[src/tcw_pkg.sv]
`timescale 1ns / 1ps

package tcw_pkg;

    localparam int CMD_W      = 2;
    localparam int CHAR_W     = 8;
    localparam int COL_W      = 7;
    localparam int LINE_W     = 6;
    localparam int X_W        = 7;
    localparam int Y_W        = 6;
    localparam int OFF_W      = 13;
    localparam int ATTR_W     = 8;
    localparam int CELL_W     = 16;
    localparam int ROWS_CFG_W = 7;
    localparam int CFG_IDX_W  = 2;
    localparam int CFG_DATA_W = 8;

    localparam logic [CMD_W-1:0] CMD_PUT_CHAR   = 2'd0;
    localparam logic [CMD_W-1:0] CMD_SET_CURSOR = 2'd1;
    localparam logic [CMD_W-1:0] CMD_CLEAR      = 2'd2;
    localparam logic [CMD_W-1:0] CMD_READ_CELL  = 2'd3;

    localparam logic [CFG_IDX_W-1:0] CFG_COLUMNS = 2'd0;
    localparam logic [CFG_IDX_W-1:0] CFG_ROWS    = 2'd1;
    localparam logic [CFG_IDX_W-1:0] CFG_ATTR    = 2'd2;

    localparam int                COLUMNS_RESET = 80;
    localparam int                ROWS_RESET    = 25;
    localparam logic [ATTR_W-1:0] ATTR_RESET    = 8'h0F;

    localparam logic [CHAR_W-1:0] CH_NEWLINE   = 8'd10;
    localparam logic [CHAR_W-1:0] CH_TAB       = 8'd9;
    localparam logic [CELL_W-1:0] SCROLL_BLANK = 16'h0720;
    localparam logic [CELL_W-1:0] CLEAR_BLANK  = 16'h0F20;

    typedef enum logic [3:0] {
        S_IDLE,
        S_DECODE,
        S_ADVANCE,
        S_NEWLINE,
        S_SCROLL,
        S_CLEAR,
        S_SETCUR,
        S_READ,
        S_READ_WAIT,
        S_DONE
    } t_state;

    typedef struct packed {
        logic [X_W-1:0]    cursor_x;
        logic [Y_W-1:0]    cursor_y;
        logic [OFF_W-1:0]  cursor_offset;
        logic [CHAR_W-1:0] cell_char;
        logic [ATTR_W-1:0] cell_attr;
        logic              error;
    } t_result;

endpackage

[src/tcw_seq.sv]
`timescale 1ns / 1ps

module tcw_seq #(
    parameter int  MAX_COLUMNS = 128,
    parameter int  MAX_ROWS    = 64,
    parameter int  TAB_WIDTH   = 8,
    localparam int CVW         = $clog2(MAX_COLUMNS + 1),
    localparam int RVW         = $clog2(MAX_ROWS + 1),
    localparam int AW          = $clog2(MAX_COLUMNS * MAX_ROWS),
    localparam int TW          = $clog2(MAX_COLUMNS * MAX_ROWS + 1)
) (
    input  logic                           i_clk,
    input  logic                           i_rst_n,
    input  logic                           i_in_valid,
    output logic                           o_in_ready,
    input  logic [tcw_pkg::CMD_W-1:0]      i_command,
    input  logic [tcw_pkg::CHAR_W-1:0]     i_char_code,
    input  logic [tcw_pkg::COL_W-1:0]      i_column,
    input  logic [tcw_pkg::LINE_W-1:0]     i_line,
    input  logic [CVW-1:0]                 i_cols,
    input  logic [RVW-1:0]                 i_rows,
    input  logic [TW-1:0]                  i_total,
    input  logic [AW-1:0]                  i_last_base,
    input  logic [tcw_pkg::ATTR_W-1:0]     i_attr,
    input  logic                           i_home,
    output logic                           o_done,
    output tcw_pkg::t_result               o_res,
    input  logic                           i_res_free,
    output logic                           o_mem_we,
    output logic [AW-1:0]                  o_mem_waddr,
    output logic [tcw_pkg::CELL_W-1:0]     o_mem_wdata,
    output logic [AW-1:0]                  o_mem_raddr,
    input  logic [tcw_pkg::CELL_W-1:0]     i_mem_rdata
);

    import tcw_pkg::*;

    localparam int CW  = $clog2(MAX_COLUMNS);
    localparam int RW  = $clog2(MAX_ROWS);
    localparam int TCW = $clog2(TAB_WIDTH + 1);
    localparam int PW  = CVW + LINE_W + 1;

    t_state              r_state;
    t_state              n_state;
    logic [CMD_W-1:0]    r_cmd;
    logic [CHAR_W-1:0]   r_ch;
    logic [COL_W-1:0]    r_col_in;
    logic [LINE_W-1:0]   r_line_in;
    logic [CW-1:0]       r_cur_col;
    logic [RW-1:0]       r_cur_row;
    logic [AW-1:0]       r_cur_off;
    logic [TCW-1:0]      r_adv_cnt;
    logic                r_store;
    logic [TW-1:0]       r_ptr;
    logic                r_wr_vld;
    logic                r_wr_blank;
    logic [AW-1:0]       r_wr_ptr;
    logic [AW-1:0]       r_pos_off;
    logic                r_err;
    logic [CELL_W-1:0]   r_cell;

    logic                w_inside;
    logic [PW-1:0]       w_pos;
    logic                w_col_end;
    logic                w_row_end;
    logic [TW-1:0]       w_src;
    logic [TW-1:0]       w_ptr_inc;
    logic [RVW-1:0]      w_rows_m1;
    logic [TW-1:0]       w_nl_off;
    logic                w_sweep_done;
    logic                w_clear_last;
    logic                w_scroll_blank;

    assign w_inside       = (32'(r_col_in) < 32'(i_cols)) && (32'(r_line_in) < 32'(i_rows));
    assign w_pos          = PW'(i_cols) * PW'(r_line_in) + PW'(r_col_in);
    assign w_col_end      = (CVW'(r_cur_col) + CVW'(1)) >= i_cols;
    assign w_row_end      = (RVW'(r_cur_row) + RVW'(1)) >= i_rows;
    assign w_src          = r_ptr + TW'(i_cols);
    assign w_ptr_inc      = r_ptr + TW'(1);
    assign w_rows_m1      = i_rows - RVW'(1);
    assign w_nl_off       = TW'(r_cur_off) - TW'(r_cur_col) + TW'(i_cols);
    assign w_sweep_done   = (r_ptr == i_total);
    assign w_clear_last   = (w_ptr_inc == i_total);
    assign w_scroll_blank = (r_ptr >= TW'(i_last_base));

    always_comb begin
        n_state = r_state;
        case (r_state)
            S_IDLE: begin
                if (i_in_valid) begin
                    n_state = S_DECODE;
                end
            end
            S_DECODE: begin
                case (r_cmd)
                    CMD_PUT_CHAR:   n_state = (r_ch == CH_NEWLINE) ? S_NEWLINE : S_ADVANCE;
                    CMD_SET_CURSOR: n_state = S_SETCUR;
                    CMD_CLEAR:      n_state = S_CLEAR;
                    CMD_READ_CELL:  n_state = w_inside ? S_READ : S_DONE;
                    default:        n_state = S_DONE;
                endcase
            end
            S_ADVANCE: begin
                if (w_col_end && w_row_end) begin
                    n_state = S_SCROLL;
                end else if (r_adv_cnt == TCW'(1)) begin
                    n_state = S_DONE;
                end
            end
            S_NEWLINE: n_state = w_row_end ? S_SCROLL : S_DONE;
            S_SCROLL: begin
                if (w_sweep_done) begin
                    n_state = (r_adv_cnt == '0) ? S_DONE : S_ADVANCE;
                end
            end
            S_CLEAR: begin
                if (w_clear_last) begin
                    n_state = S_DONE;
                end
            end
            S_SETCUR:    n_state = S_DONE;
            S_READ:      n_state = S_READ_WAIT;
            S_READ_WAIT: n_state = S_DONE;
            S_DONE: begin
                if (i_res_free) begin
                    n_state = S_IDLE;
                end
            end
            default: n_state = S_IDLE;
        endcase
    end

    always_comb begin
        o_in_ready  = (r_state == S_IDLE);
        o_done      = (r_state == S_DONE);
        o_mem_we    = 1'b0;
        o_mem_waddr = r_cur_off;
        o_mem_wdata = {i_attr, r_ch};
        o_mem_raddr = r_pos_off;
        case (r_state)
            S_ADVANCE: o_mem_we = r_store;
            S_SCROLL: begin
                o_mem_raddr = w_src[AW-1:0];
                o_mem_we    = r_wr_vld;
                o_mem_waddr = r_wr_ptr;
                o_mem_wdata = r_wr_blank ? SCROLL_BLANK : i_mem_rdata;
            end
            S_CLEAR: begin
                o_mem_we    = 1'b1;
                o_mem_waddr = r_ptr[AW-1:0];
                o_mem_wdata = CLEAR_BLANK;
            end
            default: o_mem_we = 1'b0;
        endcase
    end

    always_ff @(posedge i_clk) begin
        if (!i_rst_n) begin
            r_state   <= S_IDLE;
            r_cur_col <= '0;
            r_cur_row <= '0;
            r_cur_off <= '0;
            r_adv_cnt <= '0;
            r_store   <= 1'b0;
            r_ptr     <= '0;
            r_wr_vld  <= 1'b0;
        end else begin
            r_state <= n_state;
            if (i_home) begin
                r_cur_col <= '0;
                r_cur_row <= '0;
                r_cur_off <= '0;
            end else begin
                case (r_state)
                    S_DECODE: begin
                        r_ptr <= '0;
                        if (r_cmd == CMD_PUT_CHAR) begin
                            r_store <= (r_ch != CH_NEWLINE) && (r_ch != CH_TAB);
                            if (r_ch == CH_NEWLINE) begin
                                r_adv_cnt <= '0;
                            end else if (r_ch == CH_TAB) begin
                                r_adv_cnt <= TCW'(TAB_WIDTH);
                            end else begin
                                r_adv_cnt <= TCW'(1);
                            end
                        end else if (r_cmd == CMD_CLEAR) begin
                            r_cur_col <= '0;
                            r_cur_row <= '0;
                            r_cur_off <= '0;
                        end
                    end
                    S_ADVANCE: begin
                        r_store   <= 1'b0;
                        r_adv_cnt <= r_adv_cnt - TCW'(1);
                        if (w_col_end && w_row_end) begin
                            r_cur_col <= '0;
                            r_cur_row <= w_rows_m1[RW-1:0];
                            r_cur_off <= i_last_base;
                            r_ptr     <= '0;
                        end else if (w_col_end) begin
                            r_cur_col <= '0;
                            r_cur_row <= r_cur_row + RW'(1);
                            r_cur_off <= r_cur_off + AW'(1);
                        end else begin
                            r_cur_col <= r_cur_col + CW'(1);
                            r_cur_off <= r_cur_off + AW'(1);
                        end
                    end
                    S_NEWLINE: begin
                        if (w_row_end) begin
                            r_cur_col <= '0;
                            r_cur_row <= w_rows_m1[RW-1:0];
                            r_cur_off <= i_last_base;
                            r_ptr     <= '0;
                        end else begin
                            r_cur_col <= '0;
                            r_cur_row <= r_cur_row + RW'(1);
                            r_cur_off <= w_nl_off[AW-1:0];
                        end
                    end
                    S_SCROLL: begin
                        r_wr_vld <= !w_sweep_done;
                        if (!w_sweep_done) begin
                            r_ptr <= w_ptr_inc;
                        end
                    end
                    S_CLEAR: r_ptr <= w_ptr_inc;
                    S_SETCUR: begin
                        if (w_inside) begin
                            r_cur_col <= CW'(r_col_in);
                            r_cur_row <= RW'(r_line_in);
                            r_cur_off <= r_pos_off;
                        end
                    end
                    default: r_wr_vld <= 1'b0;
                endcase
            end
        end
    end

    always_ff @(posedge i_clk) begin
        case (r_state)
            S_IDLE: begin
                if (i_in_valid) begin
                    r_cmd     <= i_command;
                    r_ch      <= i_char_code;
                    r_col_in  <= i_column;
                    r_line_in <= i_line;
                end
            end
            S_DECODE: begin
                r_pos_off <= w_pos[AW-1:0];
                r_err     <= ((r_cmd == CMD_SET_CURSOR) || (r_cmd == CMD_READ_CELL)) && !w_inside;
                r_cell    <= '0;
            end
            S_SCROLL: begin
                r_wr_ptr   <= r_ptr[AW-1:0];
                r_wr_blank <= w_scroll_blank;
            end
            S_READ_WAIT: r_cell <= i_mem_rdata;
            default: r_cell <= r_cell;
        endcase
    end

    always_comb begin
        o_res.cursor_x      = X_W'(r_cur_col);
        o_res.cursor_y      = Y_W'(r_cur_row);
        o_res.cursor_offset = OFF_W'(r_cur_off);
        o_res.cell_char     = r_cell[CHAR_W-1:0];
        o_res.cell_attr     = r_cell[CELL_W-1:CHAR_W];
        o_res.error         = r_err;
    end

endmodule

[config.mk]
export PLATFORM = sky130hd
export DESIGN_NAME = tcw_seq
export DESIGN_NICKNAME = d
export VERILOG_FILES = /design/src/tcw_pkg.sv /design/src/tcw_seq.sv
export SDC_FILE = /design/constraint.sdc
export NUM_CORES = 1
export LEC_CHECK = 0
export BUFFER_PORTS_ARGS = -buffer_cell sky130_fd_sc_hd__buf_4
export CORE_UTILIZATION = 25
export CTS_BUF_LIST = sky130_fd_sc_hd__clkbuf_8
export DETAILED_ROUTE_END_ITERATION = 10
export PLACE_DENSITY = 0.48
export SKIP_CTS_REPAIR_TIMING = 1
export SLEW_MARGIN = 20
export SYNTH_ARGS = -nofsm -noshare
export SYNTH_HDL_FRONTEND = slang
export SYNTH_SLANG_ARGS = --single-unit
[constraint.sdc]
create_clock -name i_clk -period 6 [get_ports i_clk]
set_input_delay 0.6 -clock i_clk [delete_from_list [all_inputs] [get_ports i_clk]]
set_output_delay 0.6 -clock i_clk [all_outputs]
set_load 0.01 [all_outputs]
==> flow_summary.json, run 1 <==
{
  "utilization_pct": 31.1,
  "synth_fp_nets": 1400,
  "start_util_pct": 25.4,
  "core_mm2": 0.0408,
  "hold_viol": 0,
  "num_vias": 9401,
  "grt_max_degree": 33,
  "grt_usage_pct": 17.7,
  "clkTransAtPathRegs_ns": 0.08,
  "r2r_slack_ns": 1.17,
  "final-setup-viol-count": 0,
  "grt_first_pass_wirelength_mm": 55.6,
  "clock_skew_ns": 0.0151,
  "grt_pass1_vias": 9088,
  "port_buffers": 181,
  "root_buffer": "clkbuf_8",
  "routed_via_density": 5.01,
  "worst_pin_slew_ns": 1.19,
  "synth_cell_types": 79,
  "p_leak_nw": 5.36,
  "ys_seq_area_share_pct": 29.1,
  "synthToLayoutAreaGrowth_pct": 22.3,
  "gp_congestion": 0.886,
  "critPathLaunchType": "register",
  "first_pass_iters": 8,
  "fmax_mhz": 207,
  "antenna_found_initial": 0,
  "crit_chain": "and2_1 -> fa_1 -> inv_1 -> fa_1 -> inv_1 -> fa_1 -> inv_1 -> fa_1 -> inv_1 -> ha_1 -> inv_1 -> o21bai_1 -> a2111oi_0 -> o31ai_1 -> a21oi_1 -> xnor2_1",
  "cts_num_sinks": 117,
  "dieArea_mm2": 0.0423,
  "layout_commonest_cell": "buf_4",
  "worst_setup_path_end_kind": "register",
  "worstPathArrival_ns": 5.05,
  "cp.required_ns": 6.22,
  "final_cell_mix": "195 x buf_4, 105 x inv_1, 103 x ha_1",
  "yosysWarnings": 0,
  "dieWidth_um": 206,
  "slew_viol_final": 0,
  "htree_levels": 4,
  "io_pins": 182,
  "hold_ws_ns": 0.298,
  "ys_async_sr_fraction_pct": 0,
  "cpMostUsedCell": "inv_1",
  "drc_errors": 0,
  "clk_latency_ns": 0.48,
  "status": "completed",
  "syn-instance-count": 1167,
  "p_per_area_mw_per_mm2": 422,
  "numCtsBuffers": 17,
  "overflow": 0,
  "fillers": 4339,
  "netlist_area_mm2": 0.0104,
  "avgSynthCellArea_um2": 8.88,
  "rsz0062_at_grt": "false",
  "max_stage_delay_ns": 0.66,
  "crit_fanout": 10,
  "synth_flop_cell": "edfxtp_1",
  "dieHeight_um": 206,
  "peakVddDrop_mv": 0.321,
  "maxCapViolations": 0,
  "wl_per_cell_um": 20.0,
  "synth_edf_count": 67,
  "hp-class": "in -> reg",
  "relSlewSlack_pct": 20.3,
  "nNetsFinal": 1564,
  "ys_ff_latch": 117,
  "num_rows": 74,
  "fin_crit_sh_pct": 80.5,
  "timing.final.crit_period_ns": 4.83,
  "drive_gt1_share_pct": 17.8,
  "critPathSlowestCell": "a2111oi_0",
  "fin_setup_tns_ns": 0,
  "route.antenna.remaining_nets": 0,
  "drt_iter0_markers": 706,
  "clockBufferDepth": 2,
  "cts_tree": "done",
  "path_class": "reg -> reg",
  "n_antenna_cell": 0,
  "drt_wl_total_mm": 37.6,
  "hpwlAfterDp_mm": 30.1
}
-- cell families (layout without fill, tap and decap cells) --
logic type | after synthesis | count (layout) | synth area share (%)
buf+inv | 154 | 331 | 5.91
compound gates | 289 | 289 | 19.1
xor+xnor | 75 | 75 | 6.34
fa+ha+maj | 139 | 139 | 19.4
simple gates | 377 | 377 | 18.6
mux | 16 | 16 | 1.56
flops | 117 | 117 | 29.1
-- power by group --
part	switching (mW)	total [mW]	leakage [nW]	internal (mW)
Sequential	0.183	1.39	1.04	1.21
Clock	0.376	0.781	0.192	0.404
Combinational	1.84	3.18	4.13	1.34
Total	2.40	5.35	5.36	2.95
-- layer usage --
layer | vias up | GRT usage (%) | wire [µm]
met5 | - | 0 | 0
li1 | 4530 | - | -
met2 | 272 | 28.0 | 17200
met3 | 39 | 2.93 | 2090
met1 | 4560 | 24.4 | 17600
met4 | 0 | 5.08 | 720
-- cells in the mapped netlist (all sizes together) (15+ instances only) --
master,n,area (µm²)
inv,104,390
ha,103,1290
nand2,102,383
o21ai,72,360
edfxtp,67,2010
nor2,67,254
and2,66,413
xnor2,51,447
a21oi,50,250
dfxtp,50,1000
fa,36,721
nand3,30,150
clkbuf,29,109
nor3,26,135
xor2,24,210
buf,21,114
a22o,18,158
o21a,16,120
a31oi,15,93.8
mux2i,15,150
nand2b,15,93.8
-- metrics by stage --
stage	std cells	setup slack [ns]	power [mW]	cell area [µm²]
3_5_place_dp	1843	1.01	4.56	12300
2_1_floorplan	1167	1.41	3.42	10400
5_1_grt	1876	0.849	5.75	12700
6_report	1876	1.17	5.35	12700
3_3_place_gp	1843	1.06	4.52	12300
4_1_cts	1875	1.14	5.36	12700
-- critical path: cells and delay by family, from the launching register on --
kind	cells	cell delay (ns)
adder cells (fa/ha/maj)	5	2.36
AO/OA/AOI/OAI	4	1.10
flip-flops	1	0.52
buffers and inverters	5	0.28
AND/OR/NAND/NOR	1	0.24
XOR/XNOR	1	0.09
-- state kept, by name (all words and copies together) (netlist names), 6 cells and up --
register / cells
r_cell: 16
r_ch: 8
r_col_in: 7
r_cur_col: 7
r_cur_off: 13
r_cur_row: 6
r_line_in: 6
r_pos_off: 13
r_ptr: 14
r_wr_ptr: 13
-- area by class of cell --
class	count	area, µm²	area share (%)
sequential	117	3010	23.8
timing repair buffer	195	1460	11.5
multi-input combinational	896	6750	53.2
inverter	104	390	3.08
clock buffer	17	234	1.85
clock inverter	15	165	1.30
tap	532	666	5.25
-- final timing paths --
kind                   from  cells past startpoint       endpoint
max            r_line_in[2]                     16  r_pos_off[11]
min          i_char_code[4]                      1        r_ch[4]
max reg2reg    r_line_in[2]                     16  r_pos_off[11]
min reg2reg        r_wr_vld                      2       r_wr_vld
(Power assumes the default switching activity.)
==> run 2: changes to the inputs <==
PLACE_DENSITY = 0.49   (was 0.48)
clock period = 4.4 ns   (was 6 ns; I/O delays follow)
==> run 2 against run 1 <==
  * Combinational power grew 56%
  * Clock power grew 27%
  * Utilization grew 0.90 points
  * Setup slack lost 1.1 ns
  * Non-clock buffer count grew 38
  * Total power grew 47%
  * First-iteration DRC count shrank 15%
  * Critical path type unchanged
  * Die area is the same
  * Clock-buffer cell count is the same
  * Critical endpoint is now r_pos_off[12]
==> flow_summary.json, run 2 (synthesis results as in run 1) <==
{
  "fin_crit_sh_pct": 98.9,
  "path_delay_family": "adder cells",
  "cp.depth": 17,
  "port_buffers": 181,
  "dieWidth_um": 206,
  "critPathLaunchType": "register",
  "drt_wl_total_mm": 36.9,
  "top_layer_used": "met4",
  "cp.required_ns": 4.61,
  "io_pins": 182,
  "grt_first_pass_wirelength_mm": 55.1,
  "path_class": "reg -> reg",
  "timing.final.crit_period_ns": 4.35,
  "r2r_slack_ns": 0.05,
  "antenna_found_initial": 1,
  "clkTransAtPathRegs_ns": 0.09,
  "wl_met3_mm": 2.08,
  "p_leak_nw": 5.55,
  "min_path_cells": 1,
  "status": "completed",
  "clock_skew_ns": 0.0193,
  "largest_registers": "r_cell: 16 flops, r_ptr: 14 flops",
  "cts_num_sinks": 117,
  "placed_cell_area_mm2": 0.0125,
  "wl_per_cell_um": 19.3,
  "cts_tree": "done",
  "nNetsFinal": 1602,
  "crit_chain": "and2_4 -> fa_1 -> inv_2 -> fa_1 -> inv_2 -> fa_1 -> inv_1 -> fa_1 -> inv_2 -> ha_4 -> nor3_2 -> o211ai_1 -> a31oi_2 -> nor2b_1 -> o21a_1 -> o41ai_2 -> xnor2_1",
  "num_vias": 9410,
  "worst_setup_path_end_kind": "register",
  "grt_pass1_vias": 9146,
  "fin_setup_tns_ns": 0,
  "critPathSlowestCell": "fa_1",
  "fin_area_mm2": 0.0130,
  "relSlewSlack_pct": 23.4,
  "start_util_pct": 25.4,
  "largest_reg_flops": 16,
  "drc_errors": 0,
  "route.antenna.remaining_nets": 0,
  "slew_viol_final": 0,
  "dr_wl_met2_mm": 16.8,
  "cp_num_buf_inv": 4,
  "dieArea_mm2": 0.0423,
  "hp-class": "in -> reg",
  "core_mm2": 0.0408,
  "rsz0062_at_grt": "true",
  "maxCapViolations": 0,
  "drt_iter0_markers": 598,
  "max_stage_delay_ns": 0.54,
  "first_pass_iters": 5,
  "hold_end": "r_ch[3]",
  "crit_fanout": 4,
  "overflow": 0,
  "p_per_area_mw_per_mm2": 601,
  "cpMostUsedCell": "fa_1",
  "hpwlAfterDp_mm": 29.8,
  "worstPathArrival_ns": 4.56,
  "final_cell_mix": "229 x buf_4, 101 x nand2_1, 99 x inv_1, 99 x ha_1, 67 x edfxtp_1",
  "clockBufferDepth": 2,
  "reg2reg_from": "r_line_in[1]",
  "htree_levels": 4,
  "drive_gt1_share_pct": 21.7,
  "layout_commonest_cell": "buf_4",
  "clk_latency_ns": 0.47,
  "synthToLayoutAreaGrowth_pct": 25.9,
  "regMostFlops": "r_cell",
  "worst_pin_slew_ns": 1.15,
  "wl_met1_mm": 17.3,
  "fmax_mhz": 230,
  "grt_max_degree": 31,
  "routed_via_density": 4.92,
  "gp_congestion": 0.869,
  "rr_endpoint": "r_pos_off[12]",
  "dieHeight_um": 206,
  "hold_viol": 0,
  "grt_usage_pct": 17.3,
  "root_buffer": "clkbuf_8",
  "numCtsBuffers": 17,
  "peakVddDrop_mv": 0.463,
  "reg2reg_depth": 17,
  "num_rows": 74,
  "final-setup-viol-count": 0,
  "hp-start": "i_char_code[3]"
}
==> run 2: cell count changes in the layout (fill, tap and decap cells not counted), sizes merged <==
cell	previous run	this run
clkinvlp	5	4
buf	195	233
inv	107	109
diode	0	1
bufinv	3	1
==> run 2: final cells by class <==
class / instances / area, µm²
Antenna cell: 1 / 2.50
Clock inverter: 14 / 126
Sequential cell: 117 / 3010
Clock buffer: 17 / 234
Fill cell: 4386 / 27800
Multi-Input combinational cell: 896 / 6850
Timing Repair Buffer: 233 / 1760
Inverter: 104 / 390
Tap cell: 532 / 666
==> run 2: per-stage QoR <==
| stage | setup slack (ns) | total power [mW] | hold WS [ns] | util (%) | instances |
|---|---|---|---|---|---|
| 5_1_grt | -0.0856 | 8.53 | 0.102 | 32.0 | 1914 |
| 3_3_place_gp | -0.183 | 6.41 | 0.474 | 30.7 | 1878 |
| 3_5_place_dp | -0.194 | 6.43 | 0.486 | 30.7 | 1878 |
| 6_report | 0.0491 | 7.84 | 0.138 | 32.0 | 1914 |
| 4_1_cts | -0.0995 | 7.46 | 0.107 | 31.6 | 1909 |
| 2_1_floorplan | 0.00320 | 4.69 | 0.429 | - | 1167 |
==> run 2: how the worst max path moves through the flow <==
| stage | slack (ns) | startpoint | endpoint |
|---|---|---|---|
| after floorplan | 0.003 | r_line_in[2] | r_pos_off[12] |
| after global placement | -0.18 | i_cols[3] | r_pos_off[11] |
| after detailed placement | -0.19 | i_cols[3] | r_pos_off[12] |
| after CTS | -0.1 | r_line_in[2] | r_pos_off[12] |
| after global routing | -0.09 | r_line_in[1] | r_pos_off[12] |
| final | 0.05 | r_line_in[1] | r_pos_off[12] |
==> run 2: per-layer routing <==
| metal | vias to the layer above | global-route usage [%] |
|---|---|---|
| li1 | 4600 | - |
| met1 | 4471 | 23.6 |
| met2 | 298 | 27.9 |
| met4 | 0 | 5.03 |
| met5 | - | 0 |
| met3 | 41 | 2.85 |
==> run 2: power breakdown <==
group	internal [mW]	switching, mW
Combinational	2.38	2.59
Clock	0.447	0.541
Sequential	1.65	0.238
Total	4.47	3.37
